===== config.mk =====
export PLATFORM = sky130hd
export DESIGN_NAME = sgr_pen_attribute_parser_core
export DESIGN_NICKNAME = d
export VERILOG_FILES = /design/src/hdl/sgr_pkg.sv /design/src/hdl/sgr_front.sv /design/src/hdl/sgr_cmd_queue.sv /design/src/hdl/sgr_back.sv /design/src/hdl/sgr_pen_attribute_parser_core.sv
export SDC_FILE = /design/constraint.sdc
export NUM_CORES = 1
export LEC_CHECK = 0
export BUFFER_PORTS_ARGS = -buffer_cell sky130_fd_sc_hd__buf_2
export CORE_MARGIN = 2
export CORE_UTILIZATION = 50
export CTS_CLUSTER_SIZE = 25
export DETAILED_ROUTE_END_ITERATION = 7
export PLACE_DENSITY = 0.65
export SYNTH_ARGS = -nofsm -noshare
export SYNTH_HDL_FRONTEND = slang
export SYNTH_SLANG_ARGS = --single-unit

===== constraint.sdc =====
create_clock -name clock -period 6.9 [get_ports clock]
set_input_delay 1.035 -clock clock [delete_from_list [all_inputs] [get_ports clock]]
set_output_delay 1.035 -clock clock [all_outputs]
set_load 0.005 [all_outputs]

===== src/hdl/sgr_pkg.sv =====
`default_nettype none
// ----------------------------------------------------------------------------
// sgr_pkg
// Shared types and constants for the SGR pen attribute parser: payload
// structs, the command format between decoder and executor, and SGR codes.
// ----------------------------------------------------------------------------
package sgr_pkg;

   // input item
   typedef struct packed {
      logic [15:0] param_value;
      logic        last_param;
   } req_type;

   // result item: the whole pen plus the malformed flag
   typedef struct packed {
      logic [1:0]  fg_kind;
      logic [23:0] fg_value;
      logic [1:0]  bg_kind;
      logic [23:0] bg_value;
      logic [7:0]  attr_bits;
      logic        malformed;
   } rsp_type;

   // color kinds
   localparam logic [1:0] KIND_DEFAULT = 2'd0;
   localparam logic [1:0] KIND_PALETTE = 2'd1;
   localparam logic [1:0] KIND_RGB     = 2'd2;

   // attribute bits
   localparam logic [7:0] ATTR_BOLD      = 8'h01;
   localparam logic [7:0] ATTR_DIM       = 8'h02;
   localparam logic [7:0] ATTR_ITALIC    = 8'h04;
   localparam logic [7:0] ATTR_UNDERLINE = 8'h08;
   localparam logic [7:0] ATTR_BLINK     = 8'h10;
   localparam logic [7:0] ATTR_REVERSE   = 8'h20;
   localparam logic [7:0] ATTR_INVISIBLE = 8'h40;
   localparam logic [7:0] ATTR_STRIKE    = 8'h80;

   // SGR parameter codes
   localparam logic [15:0] SGR_RESET          = 16'd0;
   localparam logic [15:0] SGR_BOLD           = 16'd1;
   localparam logic [15:0] SGR_DIM            = 16'd2;
   localparam logic [15:0] SGR_ITALIC         = 16'd3;
   localparam logic [15:0] SGR_UNDERLINE      = 16'd4;
   localparam logic [15:0] SGR_BLINK_SLOW     = 16'd5;
   localparam logic [15:0] SGR_BLINK_FAST     = 16'd6;
   localparam logic [15:0] SGR_REVERSE        = 16'd7;
   localparam logic [15:0] SGR_INVISIBLE      = 16'd8;
   localparam logic [15:0] SGR_STRIKE         = 16'd9;
   localparam logic [15:0] SGR_DBL_UNDERLINE  = 16'd21;
   localparam logic [15:0] SGR_NORMAL         = 16'd22;
   localparam logic [15:0] SGR_NO_ITALIC      = 16'd23;
   localparam logic [15:0] SGR_NO_UNDERLINE   = 16'd24;
   localparam logic [15:0] SGR_NO_BLINK       = 16'd25;
   localparam logic [15:0] SGR_NO_REVERSE     = 16'd27;
   localparam logic [15:0] SGR_NO_INVISIBLE   = 16'd28;
   localparam logic [15:0] SGR_NO_STRIKE      = 16'd29;
   localparam logic [15:0] SGR_FG_BASE        = 16'd30;
   localparam logic [15:0] SGR_EXT_FG         = 16'd38;
   localparam logic [15:0] SGR_FG_DEFAULT     = 16'd39;
   localparam logic [15:0] SGR_BG_BASE        = 16'd40;
   localparam logic [15:0] SGR_EXT_BG         = 16'd48;
   localparam logic [15:0] SGR_BG_DEFAULT     = 16'd49;
   localparam logic [15:0] SGR_FG_BRIGHT_BASE = 16'd90;
   localparam logic [15:0] SGR_BG_BRIGHT_BASE = 16'd100;
   localparam logic [15:0] SGR_KIND_RGB       = 16'd2;
   localparam logic [15:0] SGR_KIND_INDEX     = 16'd5;
   localparam logic [15:0] PALETTE_SPAN       = 16'd8;
   localparam logic [15:0] BRIGHT_OFFSET      = 16'd8;

   // commands from decoder to executor
   typedef enum logic [3:0] {
      CMD_NOP,
      CMD_RESET_ALL,
      CMD_ATTR_SET,
      CMD_ATTR_CLR,
      CMD_COLOR_DEFAULT,
      CMD_COLOR_PALETTE,
      CMD_HOLD_RED,
      CMD_HOLD_GREEN,
      CMD_COLOR_RGB
   } cmd_op_type;

   typedef struct packed {
      cmd_op_type op;
      logic       background;
      logic [7:0] value;      // attribute mask, palette index or color byte
      logic       malformed;
   } cmd_type;

   // command queue depth
   localparam int CMD_DEPTH = 2;
   localparam int CMD_PTR_W = $clog2(CMD_DEPTH);

endpackage
`default_nettype wire


===== src/hdl/sgr_front.sv =====
`default_nettype none
// ----------------------------------------------------------------------------
// sgr_front
// Decoder: tracks the extended color phase and turns each parameter into a
// pen command plus malformed flag, one per accepted transfer.
// ----------------------------------------------------------------------------
module sgr_front
   import sgr_pkg::*;
(
   input  wire logic    clock,
   input  wire logic    reset,
   input  wire logic    accept,
   input  wire req_type req_data,
   output cmd_type      cmd
);

   typedef enum logic [2:0] {
      PH_IDLE,
      PH_KIND,
      PH_INDEX,
      PH_RED,
      PH_GREEN,
      PH_BLUE,
      PH_SKIP
   } phase_type;

   phase_type phase_ff, phase_in;
   logic      target_bg_ff, target_bg_in;
   logic [15:0] p;

   assign p = req_data.param_value;

   // plain codes and phase walk
   always_comb begin
      phase_in       = phase_ff;
      target_bg_in   = target_bg_ff;
      cmd.op         = CMD_NOP;
      cmd.background = target_bg_ff;
      cmd.value      = p[7:0];
      cmd.malformed  = 1'b0;
      case (phase_ff)
         PH_KIND: begin
            if (p == SGR_KIND_INDEX) begin
               phase_in = PH_INDEX;
            end else if (p == SGR_KIND_RGB) begin
               phase_in = PH_RED;
            end else begin
               phase_in      = PH_SKIP;
               cmd.malformed = 1'b1;
            end
         end
         PH_INDEX: begin
            cmd.op   = CMD_COLOR_PALETTE;
            phase_in = PH_IDLE;
         end
         PH_RED: begin
            cmd.op   = CMD_HOLD_RED;
            phase_in = PH_GREEN;
         end
         PH_GREEN: begin
            cmd.op   = CMD_HOLD_GREEN;
            phase_in = PH_BLUE;
         end
         PH_BLUE: begin
            cmd.op   = CMD_COLOR_RGB;
            phase_in = PH_IDLE;
         end
         PH_SKIP: begin
            cmd.op = CMD_NOP;
         end
         default: begin
            if (p == SGR_EXT_FG || p == SGR_EXT_BG) begin
               target_bg_in = (p == SGR_EXT_BG);
               phase_in     = PH_KIND;
            end else begin
               case (p)
                  SGR_RESET: cmd.op = CMD_RESET_ALL;
                  SGR_BOLD: begin
                     cmd.op = CMD_ATTR_SET; cmd.value = ATTR_BOLD;
                  end
                  SGR_DIM: begin
                     cmd.op = CMD_ATTR_SET; cmd.value = ATTR_DIM;
                  end
                  SGR_ITALIC: begin
                     cmd.op = CMD_ATTR_SET; cmd.value = ATTR_ITALIC;
                  end
                  SGR_UNDERLINE: begin
                     cmd.op = CMD_ATTR_SET; cmd.value = ATTR_UNDERLINE;
                  end
                  SGR_BLINK_SLOW, SGR_BLINK_FAST: begin
                     cmd.op = CMD_ATTR_SET; cmd.value = ATTR_BLINK;
                  end
                  SGR_REVERSE: begin
                     cmd.op = CMD_ATTR_SET; cmd.value = ATTR_REVERSE;
                  end
                  SGR_INVISIBLE: begin
                     cmd.op = CMD_ATTR_SET; cmd.value = ATTR_INVISIBLE;
                  end
                  SGR_STRIKE: begin
                     cmd.op = CMD_ATTR_SET; cmd.value = ATTR_STRIKE;
                  end
                  SGR_DBL_UNDERLINE, SGR_NORMAL: begin
                     cmd.op = CMD_ATTR_CLR; cmd.value = ATTR_BOLD | ATTR_DIM;
                  end
                  SGR_NO_ITALIC: begin
                     cmd.op = CMD_ATTR_CLR; cmd.value = ATTR_ITALIC;
                  end
                  SGR_NO_UNDERLINE: begin
                     cmd.op = CMD_ATTR_CLR; cmd.value = ATTR_UNDERLINE;
                  end
                  SGR_NO_BLINK: begin
                     cmd.op = CMD_ATTR_CLR; cmd.value = ATTR_BLINK;
                  end
                  SGR_NO_REVERSE: begin
                     cmd.op = CMD_ATTR_CLR; cmd.value = ATTR_REVERSE;
                  end
                  SGR_NO_INVISIBLE: begin
                     cmd.op = CMD_ATTR_CLR; cmd.value = ATTR_INVISIBLE;
                  end
                  SGR_NO_STRIKE: begin
                     cmd.op = CMD_ATTR_CLR; cmd.value = ATTR_STRIKE;
                  end
                  SGR_FG_DEFAULT: begin
                     cmd.op = CMD_COLOR_DEFAULT; cmd.background = 1'b0;
                  end
                  SGR_BG_DEFAULT: begin
                     cmd.op = CMD_COLOR_DEFAULT; cmd.background = 1'b1;
                  end
                  default: begin
                     // palette ranges, normal and bright
                     if (p >= SGR_FG_BASE && p < SGR_FG_BASE + PALETTE_SPAN) begin
                        cmd.op         = CMD_COLOR_PALETTE;
                        cmd.background = 1'b0;
                        cmd.value      = 8'(p - SGR_FG_BASE);
                     end else if (p >= SGR_BG_BASE && p < SGR_BG_BASE + PALETTE_SPAN) begin
                        cmd.op         = CMD_COLOR_PALETTE;
                        cmd.background = 1'b1;
                        cmd.value      = 8'(p - SGR_BG_BASE);
                     end else if (p >= SGR_FG_BRIGHT_BASE
                                  && p < SGR_FG_BRIGHT_BASE + PALETTE_SPAN) begin
                        cmd.op         = CMD_COLOR_PALETTE;
                        cmd.background = 1'b0;
                        cmd.value      = 8'(p - SGR_FG_BRIGHT_BASE + BRIGHT_OFFSET);
                     end else if (p >= SGR_BG_BRIGHT_BASE
                                  && p < SGR_BG_BRIGHT_BASE + PALETTE_SPAN) begin
                        cmd.op         = CMD_COLOR_PALETTE;
                        cmd.background = 1'b1;
                        cmd.value      = 8'(p - SGR_BG_BRIGHT_BASE + BRIGHT_OFFSET);
                     end
                  end
               endcase
            end
         end
      endcase

      // end of sequence: flag an unfinished extended color
      if (req_data.last_param) begin
         if (phase_in != PH_IDLE && phase_in != PH_SKIP) begin
            cmd.malformed = 1'b1;
         end
         phase_in = PH_IDLE;
      end
   end

   // phase registers advance on each transfer
   always_ff @(posedge clock) begin
      if (reset) begin
         phase_ff     <= PH_IDLE;
         target_bg_ff <= 1'b0;
      end else if (accept) begin
         phase_ff     <= phase_in;
         target_bg_ff <= target_bg_in;
      end
   end

endmodule
`default_nettype wire


===== src/hdl/sgr_cmd_queue.sv =====
`default_nettype none
// ----------------------------------------------------------------------------
// sgr_cmd_queue
// Short command queue between decoder and executor; a push and a pop may
// happen in the same cycle.
// ----------------------------------------------------------------------------
module sgr_cmd_queue
   import sgr_pkg::*;
(
   input  wire logic    clock,
   input  wire logic    reset,
   input  wire logic    push,
   input  wire cmd_type push_data,
   output logic         full,
   input  wire logic    pop,
   output cmd_type      pop_data,
   output logic         empty
);

   cmd_type              entries_ff [CMD_DEPTH];
   logic [CMD_PTR_W-1:0] wr_ptr_ff, wr_ptr_in;
   logic [CMD_PTR_W-1:0] rd_ptr_ff, rd_ptr_in;
   logic [CMD_PTR_W:0]   count_ff, count_in;
   logic                 do_push, do_pop;

   assign full     = (count_ff == (CMD_PTR_W+1)'(CMD_DEPTH));
   assign empty    = (count_ff == '0);
   assign do_push  = push && !full;
   assign do_pop   = pop && !empty;
   assign pop_data = entries_ff[rd_ptr_ff];

   // pointer and count update
   always_comb begin
      wr_ptr_in = wr_ptr_ff;
      rd_ptr_in = rd_ptr_ff;
      count_in  = count_ff;
      if (do_push) begin
         wr_ptr_in = (wr_ptr_ff == CMD_PTR_W'(CMD_DEPTH - 1)) ? '0
                                                              : wr_ptr_ff + 1'b1;
      end
      if (do_pop) begin
         rd_ptr_in = (rd_ptr_ff == CMD_PTR_W'(CMD_DEPTH - 1)) ? '0
                                                              : rd_ptr_ff + 1'b1;
      end
      if (do_push && !do_pop) begin
         count_in = count_ff + 1'b1;
      end else if (do_pop && !do_push) begin
         count_in = count_ff - 1'b1;
      end
   end

   always_ff @(posedge clock) begin
      if (reset) begin
         wr_ptr_ff <= '0;
         rd_ptr_ff <= '0;
         count_ff  <= '0;
      end else begin
         wr_ptr_ff <= wr_ptr_in;
         rd_ptr_ff <= rd_ptr_in;
         count_ff  <= count_in;
      end
   end

   // entry storage
   always_ff @(posedge clock) begin
      if (do_push) begin
         entries_ff[wr_ptr_ff] <= push_data;
      end
   end

endmodule
`default_nettype wire


===== src/hdl/sgr_back.sv =====
`default_nettype none
// ----------------------------------------------------------------------------
// sgr_back
// Executor: applies queued commands to the kept pen and registers the pen
// with the malformed flag as the result of each transfer.
// ----------------------------------------------------------------------------
module sgr_back
   import sgr_pkg::*;
(
   input  wire logic    clock,
   input  wire logic    reset,
   input  wire cmd_type cmd,
   input  wire logic    cmd_empty,
   output logic         cmd_pop,
   output rsp_type      rsp_data,
   output logic         rsp_empty,
   input  wire logic    rsp_pop
);

   rsp_type    pen_ff, pen_in;
   logic [7:0] held_red_ff, held_red_in;
   logic [7:0] held_green_ff, held_green_in;
   rsp_type    rsp_ff;
   logic       rsp_valid_ff;

   // take a command when the result register is free or being drained
   assign cmd_pop   = !cmd_empty && (!rsp_valid_ff || rsp_pop);
   assign rsp_data  = rsp_ff;
   assign rsp_empty = !rsp_valid_ff;

   // pen update for one command
   always_comb begin
      pen_in           = pen_ff;
      pen_in.malformed = cmd.malformed;
      held_red_in      = held_red_ff;
      held_green_in    = held_green_ff;
      case (cmd.op)
         CMD_RESET_ALL: begin
            pen_in.fg_kind   = KIND_DEFAULT;
            pen_in.fg_value  = '0;
            pen_in.bg_kind   = KIND_DEFAULT;
            pen_in.bg_value  = '0;
            pen_in.attr_bits = '0;
         end
         CMD_ATTR_SET: pen_in.attr_bits = pen_ff.attr_bits | cmd.value;
         CMD_ATTR_CLR: pen_in.attr_bits = pen_ff.attr_bits & ~cmd.value;
         CMD_COLOR_DEFAULT: begin
            if (cmd.background) begin
               pen_in.bg_kind  = KIND_DEFAULT;
               pen_in.bg_value = '0;
            end else begin
               pen_in.fg_kind  = KIND_DEFAULT;
               pen_in.fg_value = '0;
            end
         end
         CMD_COLOR_PALETTE: begin
            if (cmd.background) begin
               pen_in.bg_kind  = KIND_PALETTE;
               pen_in.bg_value = {16'd0, cmd.value};
            end else begin
               pen_in.fg_kind  = KIND_PALETTE;
               pen_in.fg_value = {16'd0, cmd.value};
            end
         end
         CMD_HOLD_RED:   held_red_in   = cmd.value;
         CMD_HOLD_GREEN: held_green_in = cmd.value;
         CMD_COLOR_RGB: begin
            if (cmd.background) begin
               pen_in.bg_kind  = KIND_RGB;
               pen_in.bg_value = {held_red_ff, held_green_ff, cmd.value};
            end else begin
               pen_in.fg_kind  = KIND_RGB;
               pen_in.fg_value = {held_red_ff, held_green_ff, cmd.value};
            end
         end
         default: begin
            pen_in.malformed = cmd.malformed;
         end
      endcase
   end

   // kept pen and held rgb bytes
   always_ff @(posedge clock) begin
      if (reset) begin
         pen_ff        <= '0;
         held_red_ff   <= '0;
         held_green_ff <= '0;
      end else if (cmd_pop) begin
         pen_ff        <= pen_in;
         held_red_ff   <= held_red_in;
         held_green_ff <= held_green_in;
      end
   end

   // result register
   always_ff @(posedge clock) begin
      if (reset) begin
         rsp_valid_ff <= 1'b0;
      end else if (cmd_pop) begin
         rsp_valid_ff <= 1'b1;
      end else if (rsp_pop) begin
         rsp_valid_ff <= 1'b0;
      end
   end

   always_ff @(posedge clock) begin
      if (cmd_pop) begin
         rsp_ff <= pen_in;
      end
   end

endmodule
`default_nettype wire


===== src/hdl/sgr_pen_attribute_parser_core.sv =====
`default_nettype none
// ----------------------------------------------------------------------------
// sgr_pen_attribute_parser_core
// Parses SGR parameters one per transfer and keeps the current pen.
// ----------------------------------------------------------------------------
// Usage:
//   Input queue side: drive req_data (param_value, last_param) and raise
//   req_push; a transfer happens at a clock edge with req_push high and
//   req_full low. Each parameter yields exactly one result.
//   Result queue side: while rsp_empty is low, rsp_data holds the oldest
//   pen (colors, attributes, malformed flag); raise rsp_pop to take it.
//   Path: each parameter is decoded into the command queue at its transfer
//   edge; the pen update then goes into the result register once that
//   register is free or being drained. Throughput is one parameter per
//   cycle while the receiver drains results, set by the phase register in
//   the decoder and the pen update.
//   If the receiver stalls, the result register holds, the two-entry
//   command queue fills and req_full rises within two further transfers.
//   Reset (synchronous, active high) clears the pen to defaults with no
//   attributes, returns the decoder to the idle phase and empties the
//   queue and the result register.
// ----------------------------------------------------------------------------
module sgr_pen_attribute_parser_core
   import sgr_pkg::*;
(
   input  wire logic    clock,
   input  wire logic    reset,
   input  wire logic    req_push,
   output logic         req_full,
   input  wire req_type req_data,
   output logic         rsp_empty,
   input  wire logic    rsp_pop,
   output rsp_type      rsp_data
);

   cmd_type front_cmd;
   cmd_type queue_cmd;
   logic    accept;
   logic    queue_empty;
   logic    queue_pop;

   assign accept = req_push && !req_full;

   // decoder
   sgr_front u_front (
      .clock    (clock),
      .reset    (reset),
      .accept   (accept),
      .req_data (req_data),
      .cmd      (front_cmd)
   );

   // decoupling queue
   sgr_cmd_queue u_queue (
      .clock     (clock),
      .reset     (reset),
      .push      (accept),
      .push_data (front_cmd),
      .full      (req_full),
      .pop       (queue_pop),
      .pop_data  (queue_cmd),
      .empty     (queue_empty)
   );

   // executor
   sgr_back u_back (
      .clock     (clock),
      .reset     (reset),
      .cmd       (queue_cmd),
      .cmd_empty (queue_empty),
      .cmd_pop   (queue_pop),
      .rsp_data  (rsp_data),
      .rsp_empty (rsp_empty),
      .rsp_pop   (rsp_pop)
   );

endmodule
`default_nettype wire

==> flow_results.org, run 1 <==
** Die
- The floorplan step defined a core boundary enclosing 15940 sq um.
- The die covers 17430 sq um.
- In this run the horizontal extent of the chip is 132.0 um.
- Total I/O pin count :: 84
- Starting utilization of the core area :: 51.39%
- The floorplan has 46 rows.
- Die Y :: about 130 um

** Placed design
- Summing all placed instances gives a cell area of approximately 9000 sq um.
- At the end of routability-driven placement, the weighted congestion stood at 0.8831.
- # placed instances :: about 1100
- Detailed placement ended at an HPWL of 14.60 mm.
- Buffers placed on the I/O ports in this run total 83.

** Global route
- After global routing the overflow that remains totals 0.
- The number of antenna violations at the first check in global routing is 0.
- The first global-routing pass estimated 33.44 mm of wire.
- Entering global routing, the biggest net connects 87 pins.
- Number of global-route vias before repair :: around 6400
- Total Routing Usage GR :: between 20% and 30%

** STA
- In the finished design, the share of the clock period the worst path needs comes to 55.46%.
- Final Hold Viols :: 0
- Final critical delay including setup and external delays :: 3.827 ns
- The number of pins exceeding their max-slew limit in the final report is 0.
- Tightest Pin Transition :: 1.150 ns
- Max-Slew Margin vs Limit :: 23.05%
- Worst clock skew :: 0.01157 ns
- Total of endpoints with negative setup slack in the final report :: 0
- Based on the critical path, the design can be clocked at up to approximately 0.26 GHz.
- After routing, the total negative slack on setup checks comes to 0 ns.
- Setup repair after global routing left no endpoint under its margin.

** Worst setup path
- Critical setup path kind :: reg -> reg
- For the worst setup path, the data required time is 7.25 ns.
- CP Max Fanout :: 19
- Crit end category :: register
- Worst path arrival time :: 4.18 ns
- Startpoint type of the worst setup path :: register

** Detailed routing
- Detail-routed via count per cell :: about 6.1
- In the routed design, unresolved DRC markers number 0.
- Number of detailed-routing iterations run before antenna repair :: 6
- The final layout contains routed wiring with a total length of 21.04 mm.
- Dividing the detail-routed wire length by the instance count gives between 15 and 20 um.
- Total vias in the final route :: 6949
- Antenna Violating Nets Remaining :: 0
- The first routing iteration left 753 violations.

** Pwr
- Across the VDD grid, the largest voltage drop is 0.0003276 V.
- Power per standard cell area :: 354.7 nW/um^2
- Total chip power :: 3.317 mW
- Summed over all cells, the static leakage comes to 3.285 nW.

** Run
- Total of max-cap violations :: 0

** Finish
- The post-route netlist has 15.15% of its cells at a drive strength greater than 1.
- The finished layout holds between 1000 and 1500 standard cells, fillers aside.
- Commonest cells after routing, fill and taps aside :: 116 x nand2_1, 91 x a21oi_1, 89 x edfxtp_1
- Area growth from synthesis to layout :: 14.14%
- Fill cells in the final layout number 1332.
- Number of inserted diodes :: 0
- # nets final :: 945
- Most common cell after layout, fill and taps aside :: nand2_1
- Once layout is done, the placed cells without fillers occupy 9351 sq um.

** CTS
- In this run, post-CTS hold repair placed 0 buffers.
- The clock drives 175 sinks.
- Largest buffer count on any clock path :: 2
- Clock buffer count from CTS :: 17
- Number of levels the H-tree was split into :: 4
- In this run the clock root is driven by a clkbuf_16.
- TritonCTS built the clock tree.
- Number of buffers inserted to repair setup after CTS :: 0
- Post-CTS sizing :: 0
- Clk pin slew, worst setup/hold paths :: 0.07 ns
- The clock reaches the later pin of the worst-skew pair after 0.43 ns.

** Logic synthesis
- Nets in the synthesized netlist :: between 800 and 900
- The Yosys step of the flow raised 0 warnings.
- Post-synth top flop :: edfxtp_1
- Synthesis produced a netlist whose cell count is 855.
- After synthesis, the mean cell area works out to around 9.6 sq um.
- Of the post-synthesis cell area, the dominant cell type holds 32.62%.
- Post-synth EDFFs :: about 90
- Fraction of the yosys area taken by sequential cells :: a little over half
- Largest area contributor in the synthesized netlist :: edfxtp_1
- Synthesis-stage register bit count :: 175
- Cell types occupying the most area after synthesis :: edfxtp_1 33%, dfxtp_1 21%, a21oi_1 5.6%
- The cell area that synthesis handed to floorplanning was 8193 sq um.
- For this run, asynchronously set or reset flops after synthesis account for 0%.
- Distinct cell type count of the synthesized netlist :: 61

** Outcome
- The run finished with clean final reports.

** Hold path
- Hold WC Path Type :: reg -> reg
## worst paths after layout
kind              slack (ns)  cells past startpoint         startpoint           endpoint
setup / recovery        3.07                      7           register  u_back.pen_ff[31]
hold reg to reg         0.45                      2  u_back.pen_ff[26]  u_back.pen_ff[26]
hold / removal          0.45                      2  u_back.pen_ff[26]  u_back.pen_ff[26]
setup reg to reg        3.07                      7           register  u_back.pen_ff[31]
## synth_stat cells, types with 3 or more instances
cell	count
mux2i_1	15
o31ai_1	4
o22a_1	16
nand3_1	30
nand2b_1	11
a21oi_1	91
o21ai_1	4
a22oi_1	16
o22ai_1	4
dfxtp_1	86
o32ai_1	11
clkbuf_1	46
or4_1	5
and2_1	4
mux2_2	7
inv_1	20
o211a_1	3
o211ai_1	4
nor4b_1	3
or3_1	3
a31oi_1	7
nor4_1	4
a211oi_1	33
o21ai_0	46
edfxtp_1	89
nor2_1	84
buf_2	5
nand3b_1	3
nor3_1	14
nand2_1	116
a22o_1	17
ha_1	13
buf_1	4
## critical path, stage by stage, from the launching register on
cell and delay (ns):
dfxtp_1 0.98, mux2i_1 0.61, nand2_1 0.48, nor2_1 0.84, nand3_1 0.33, a21oi_1 0.28, nand2_1 0.08, a21oi_1 0.13
## per-stage QoR
step	worst slack, ns	hold WS [ns]	util (%)
floorplan	3.218	0.4363	-
global placement	3.030	0.4414	54.87
detailed placement	2.940	0.4471	54.87
CTS	3.173	0.4571	58.66
global route	2.766	0.4852	58.66
finish	3.073	0.4546	58.66
## state kept, by name, summed over array words and instances, names as in the netlist, named ones only
register,flops
u_back.rsp_data,61
u_back.pen_ff,60
u_queue.entries_ff,28
u_back.held_green_ff,8
u_back.held_red_ff,8
u_front.phase_ff,3
u_queue.count_ff,2
u_back.rsp_valid_ff,1
u_front.target_bg_ff,1
u_queue.rd_ptr_ff,1
u_queue.wr_ptr_ff,1
## where the power goes
| part | leakage, nW | internal (mW) | switching [mW] | total (mW) |
|---|---|---|---|---|
| Sequential | 1.56 | 1.36 | 0.0876 | 1.45 |
| Clock | 0.290 | 0.541 | 0.418 | 0.959 |
| Combinational | 1.43 | 0.281 | 0.627 | 0.908 |
## layout make-up
type,count,area (sq um),area share [%]
clock buffer,19,464.2,4.964
clock inverter,13,138.9,1.485
inverter,22,83.83,0.8964
multi-input combinational,603,3517,37.61
sequential,175,4394,46.99
tap,216,270.3,2.890
timing repair buffer,92,483.0,5.165
## cells by family (layout without fill, tap and decap cells)
kind of cell / count (synthesis) / after routing / share of synthesized area (%)
simple gates: 288 / 288 / 15.64
flops: 175 / 175 / 53.63
buf+inv: 77 / 146 / 3.604
xor+xnor: 4 / 4 / 0.4277
fa+ha+maj: 13 / 13 / 1.985
compound gates: 276 / 276 / 21.92
mux: 22 / 22 / 2.795
## routing by layer
layer	global-route usage, %	vias to the layer above	share of wire [%]
met5	0	-	0
met1	31.74	3341	43
li1	-	3277	-
met3	4.652	45	6.4
met4	8.756	0	2.2
met2	39.70	286	48
Power figures use the tool's default switching activity.
==> run 2, diff against run 1 <==
--- a/config.mk
+++ b/config.mk
@@ -5,6 +5,7 @@
 export SDC_FILE = /design/constraint.sdc
 export NUM_CORES = 1
 export LEC_CHECK = 0
+export ABC_AREA = 1
 export BUFFER_PORTS_ARGS = -buffer_cell sky130_fd_sc_hd__buf_2
 export CORE_MARGIN = 2
 export CORE_UTILIZATION = 50
==> constraint.sdc (replaced) <==
create_clock -name clock -period 3.7 [get_ports clock]
set_input_delay 0.555 -clock clock [delete_from_list [all_inputs] [get_ports clock]]
set_output_delay 0.555 -clock clock [all_outputs]
set_load 0.005 [all_outputs]
==> run 2 against run 1 <==
  * Sequential cell count unchanged
  * Sequential power increased by 120%
  * First-iteration DRC count increased by 12%
  * Register-to-register slack got worse by 2.3 ns
  * Critical path depth increased by 7
  * Non-clock buffer count increased by 2
  * Worst setup slack got worse by 2.3 ns
  * Largest cell class unchanged
==> flow_results.org, run 2 <==
** Outcome
- Run status: completed (unchanged).

** Worst setup path
- The family with the most delay on the worst path was simple AND/OR/NAND/NOR gates (unchanged).
- The required time at the worst-slack endpoint is 4.08 ns (was 7.25 ns).
- The combined buffer and inverter count along the critical path came to 5 (was 0).
- The longest individual stage delay on the worst path was 0.46 ns (was 0.98 ns).
- FF-to-FF setup slack :: 0.80 ns (was 3.07 ns)
- The total stage count of the critical path is 14 (was 7).
- Worst path arrival time :: 3.28 ns (was 4.18 ns)
- Number of cell instances on the worst register-to-register path :: 14 (was 7)
- CP Max Fanout :: 33 (was 19)
- Critical setup path kind :: reg -> reg (unchanged)
- Worst-path cell chain: buf_4, inv_2, nand2_1, nand2_1, inv_2, nand2_2, nor2_2, nor2_2, nand2_4, nand2_2, buf_4, a211oi_2, o21ai_1, inv_1 (was mux2i_1, nand2_1, nor2_1, nand3_1, a21oi_1, nand2_1, a21oi_1).
- Critical path destination :: u_back.pen_ff[23] (was u_back.pen_ff[31])
- Slowest cell on the critical path :: nand2_2 (was dfxtp_1)
- The endpoint class of the critical path is a register (unchanged).
- The end of the worst register-to-register path was u_back.pen_ff[23] (was u_back.pen_ff[31]).
- Startpoint type of the worst setup path :: register (unchanged)

** Logic synthesis
- The flip-flop and latch count after synthesis is 175 (unchanged).
- Fraction of the yosys area taken by sequential cells :: 49.40% (was 53.63%)
- Post-Synth Adder-Cell Area :: 1.829% (was 1.985%)
- The number of instances in the synthesized netlist came to 1048 (was 855).
- Main combinational cell family by area after synthesis :: compound AO/OA/AOI/OAI gates (unchanged)
- The fraction of synthesis flops using an asynchronous set or reset pin is 0% (unchanged).
- The count of synthesis-stage warnings from yosys came to 0 (unchanged).
- Cell area after technology mapping :: 8895 sq um (was 8193 sq um)
- Portion of netlist area occupied by mux cells :: 0% (was 2.795%)
- The number of distinct standard cells referenced by the synthesized netlist came to 45 (was 61).
- Most common cell in the netlist :: inv_1 (was nand2_1)
- The xor/xnor cell area share of the yosys netlist came to 0.5908% (was 0.4276%).
- The simple-gate share of the synthesized area was 15.39% (was 15.64%).
- Leading cell types by count after synthesis :: 189 x inv_1, 165 x nand2_1, 118 x a21oi_1 (was 116 x nand2_1, 91 x a21oi_1, 89 x edfxtp_1)
- The post-synthesis area per instance was 8.487 sq um (was 9.582 sq um).
- Cell types occupying the most area after synthesis: edfxtp_1 30%, dfxtp_1 19%, inv_1 8.0% (was edfxtp_1 33%, dfxtp_1 21%, a21oi_1 5.6%).
- The dominant cell type by area after synthesis is edfxtp_1 (unchanged).
- The compound-gate portion of the synthesized area came to 21.70% (was 21.92%).
- The leading register cell type out of synthesis is edfxtp_1 (unchanged).
- The synthesized netlist net count is 1082 (was 889).
- The top-area cell type share of the netlist area is 30.05% (was 32.62%).
- Post-synth EDFFs :: 89 (unchanged)

** STA
- The final period demand of the worst path came to 2.901 ns (was 3.827 ns).
- The final hold violation count was 0 (unchanged).
- Setup TNS :: 0 ns (unchanged)
- RSZ-0062 raised after global routing :: no (unchanged)
- The setup violation total in the final timing report came to 0 (unchanged).
- The measured slew at the worst slew-check pin came to 0.8138 ns (was 1.150 ns).
- The number of pins exceeding their max-slew limit in the final report is 0 (unchanged).
- Maximum frequency from static timing analysis :: 0.3448 GHz (was 0.2613 GHz)
- The final clock skew came to 0.01209 ns (was 0.01157 ns).
- Period utilization :: 78.39% (was 55.46%)
- Max-Slew Margin vs Limit :: 45.55% (was 23.05%)

** CTS
- The register clock-pin slew on the reported worst setup and hold paths was 0.06 ns (was 0.07 ns).
- Post-CTS sizing :: 0 (unchanged)
- TritonCTS Sinks :: 175 (unchanged)
- The clock insertion delay at the later pin of the skew report is 0.43 ns (about the same).
- Number of levels the H-tree was split into :: 4 (unchanged)
- The master cell of the clock root buffer is clkbuf_16 (unchanged).
- Clock tree from TritonCTS :: done (unchanged)
- The number of hold-repair buffers added at the cts stage came to 0 (unchanged).
- The maximum count of clock buffers along a single path came to 2 (unchanged).
- Number of buffers inserted to repair setup after CTS :: 0 (unchanged)
- Clock buffer count from CTS :: 17 (unchanged)

** Global route
- Maximum number of pins on one net before global-route repair :: 103 (was 87)
- The global-route usage over all layers came to 22.52% (was 24.10%).
- The number of global-route vias before repair was 6269 (was 6375).
- Met3 global-route usage :: 3.606% (was 4.652%)
- The remaining global-route overflow is 0 (unchanged).
- The wire length of the first global-routing pass came to 32.68 mm (was 33.44 mm).
- Global-route met1 utilization :: 33.21% (was 31.74%)
- The most used routing layer in global routing is met2 (unchanged).
- The number of antenna violations at the first check in global routing is 0 (unchanged).
- The global-route met2 utilization is 33.22% (was 39.70%).

** Die
- Total I/O pin count :: 84 (unchanged)
- Placement Rows :: 48 (was 46)
- The die extent in y was 137.4 um (was 132.0 um).
- Die span in x :: 137.4 um (was 132.0 um)
- Starting utilization of the core area :: 51.25% (was 51.39%)
- Die Outline Area :: 18870 sq um (was 17430 sq um)
- Area inside the core boundary :: 17360 sq um (was 15940 sq um)

** Detailed routing
- The routed length per instance was 15.16 um (was 18.45 um).
- The detailed-route via count is 7202 (was 6949).
- The post-detailed-route via-to-cell ratio is 5.319 (was 6.096).
- The total wire length after detailed routing was 20.53 mm (was 21.04 mm).
- Antenna Violating Nets Remaining :: 0 (unchanged)
- The number of DRC violations after detailed routing was 0 (unchanged).
- The number of search-and-repair iterations in the first detailed-routing pass came to 5 (was 6).
- Initial DRC count :: 840 (was 753)

** Pwr
- The total power consumption of the routed design is 8.219 mW (was 3.317 mW).
- The peak supply drop is 0.0004889 V (was 0.0003276 V).
- The total power density per cell area came to 819.9 nW/um^2 (was 354.7 nW/um^2).
- Leakage :: 4.486 nW (was 3.285 nW)

** Finish
- The count of inserted antenna diode cells came to 0 (unchanged).
- Commonest cells after routing, fill and taps aside: 189 x inv_1, 165 x nand2_1, 117 x a21oi_1 (was 116 x nand2_1, 91 x a21oi_1, 89 x edfxtp_1).
- The share of cells above drive strength 1 was 17.98% (was 15.15%).
- The post-layout net count came to 1150 (was 945).
- The filler cell count in the final layout was 1580 (was 1332).
- Area growth from synthesis to layout :: 12.70% (was 14.14%)
- The leading cell type in the layout, fill and taps excluded is inv_1 (was nand2_1).
- The flip-flop count of the largest register, all copies and words added came to 61 (unchanged).

** Run
- The reported max-cap violation count is 0 (unchanged).

** Hold path
- Hold WC Path Type :: in -> reg (was reg -> reg)

** Placed design
- The estimated wirelength of the detail-placed design came to 14.09 mm (was 14.60 mm).
- GPL Wtd Cong :: 0.9579 (was 0.8831)
- The count of input and output buffers was 83 (unchanged).
## run 2: changes by cell type after synthesis, moves of 12 or more
| cell | change |
|---|---|
| a211oi_1 | -32 |
| a211oi_2 | +14 |
| a21oi_1 | +27 |
| a22o_1 | -17 |
| a22oi_2 | +12 |
| clkbuf_1 | -20 |
| inv_1 | +169 |
| mux2i_1 | -15 |
| nand2_1 | +49 |
| nor2_1 | -18 |
| o21ai_1 | +53 |
| o22a_1 | -16 |
| o32ai_2 | +14 |
## run 2: metal layers
metal	part of all wire, %	vias to the layer above
met5	0	-
met4	2.2	0
met3	5.9	37
met2	43	259
met1	48	3266
li1	-	3640
## run 2: cell families after synthesis
| group | Yosys count |
|---|---|
| DFF | 175 |
| and+or+nand+nor | 315 |
| AOI/OAI and AO/OA | 294 |
| adders and majority gates | 13 |
| buffers and inverters | 245 |
| xor gates and xnor gates | 6 |
## run 2: how the worst min path moves through the flow
stage | start | end | slack (ns) | cells after the start
after detailed placement | u_back.held_green_ff[5] | u_back.held_green_ff[5] | 0.44 | 2
after global placement | u_back.held_green_ff[5] | u_back.held_green_ff[5] | 0.43 | 2
after global routing | req_data[0] | u_front.phase_ff[0] | 0.44 | 4
final | req_data[0] | u_front.phase_ff[0] | 0.44 | 4
after CTS | req_data[0] | u_front.phase_ff[0] | 0.42 | 4
after floorplan | u_back.held_green_ff[5] | u_back.held_green_ff[5] | 0.42 | 2
## run 2: power breakdown
part	switching (mW)	internal [mW]	total, mW
clock	0.776	0.941	1.72
combinational	2.18	1.12	3.30
sequential	0.203	3.00	3.21
## run 2: through the flow
stage | worst slack, ns | cells | instance area [sq um] | util, % | hold slack, ns
after floorplan | 0.3827 | 1048 | 8895 | - | 0.4237
after global placement | 0.7150 | 1322 | 9465 | 54.53 | 0.4333
after detailed placement | 0.7016 | 1322 | 9465 | 54.53 | 0.4368
after CTS | 0.7756 | 1354 | 10020 | 57.76 | 0.4247
after global routing | 0.5351 | 1354 | 10020 | 57.76 | 0.4410
final | 0.7995 | 1354 | 10020 | 57.76 | 0.4417
## run 2: worst min-delay path: cells and delay by family
| family | cells | cell delay [ns] |
|---|---|---|
| compound gates | 1 | 0.05 |
| buf+inv | 1 | 0.08 |
| simple gates | 2 | 0.13 |
## run 2: cell type report
cell class                 count  area [sq um]  area share [%]
sequential                   175          4394           43.83
clock inverter                13         126.4           1.261
tap                          225         281.5           2.808
inverter                     200         753.2           7.514
timing repair buffer          94         510.5           5.092
clock buffer                  19         432.9           4.319
multi-input combinational    628          3526           35.17
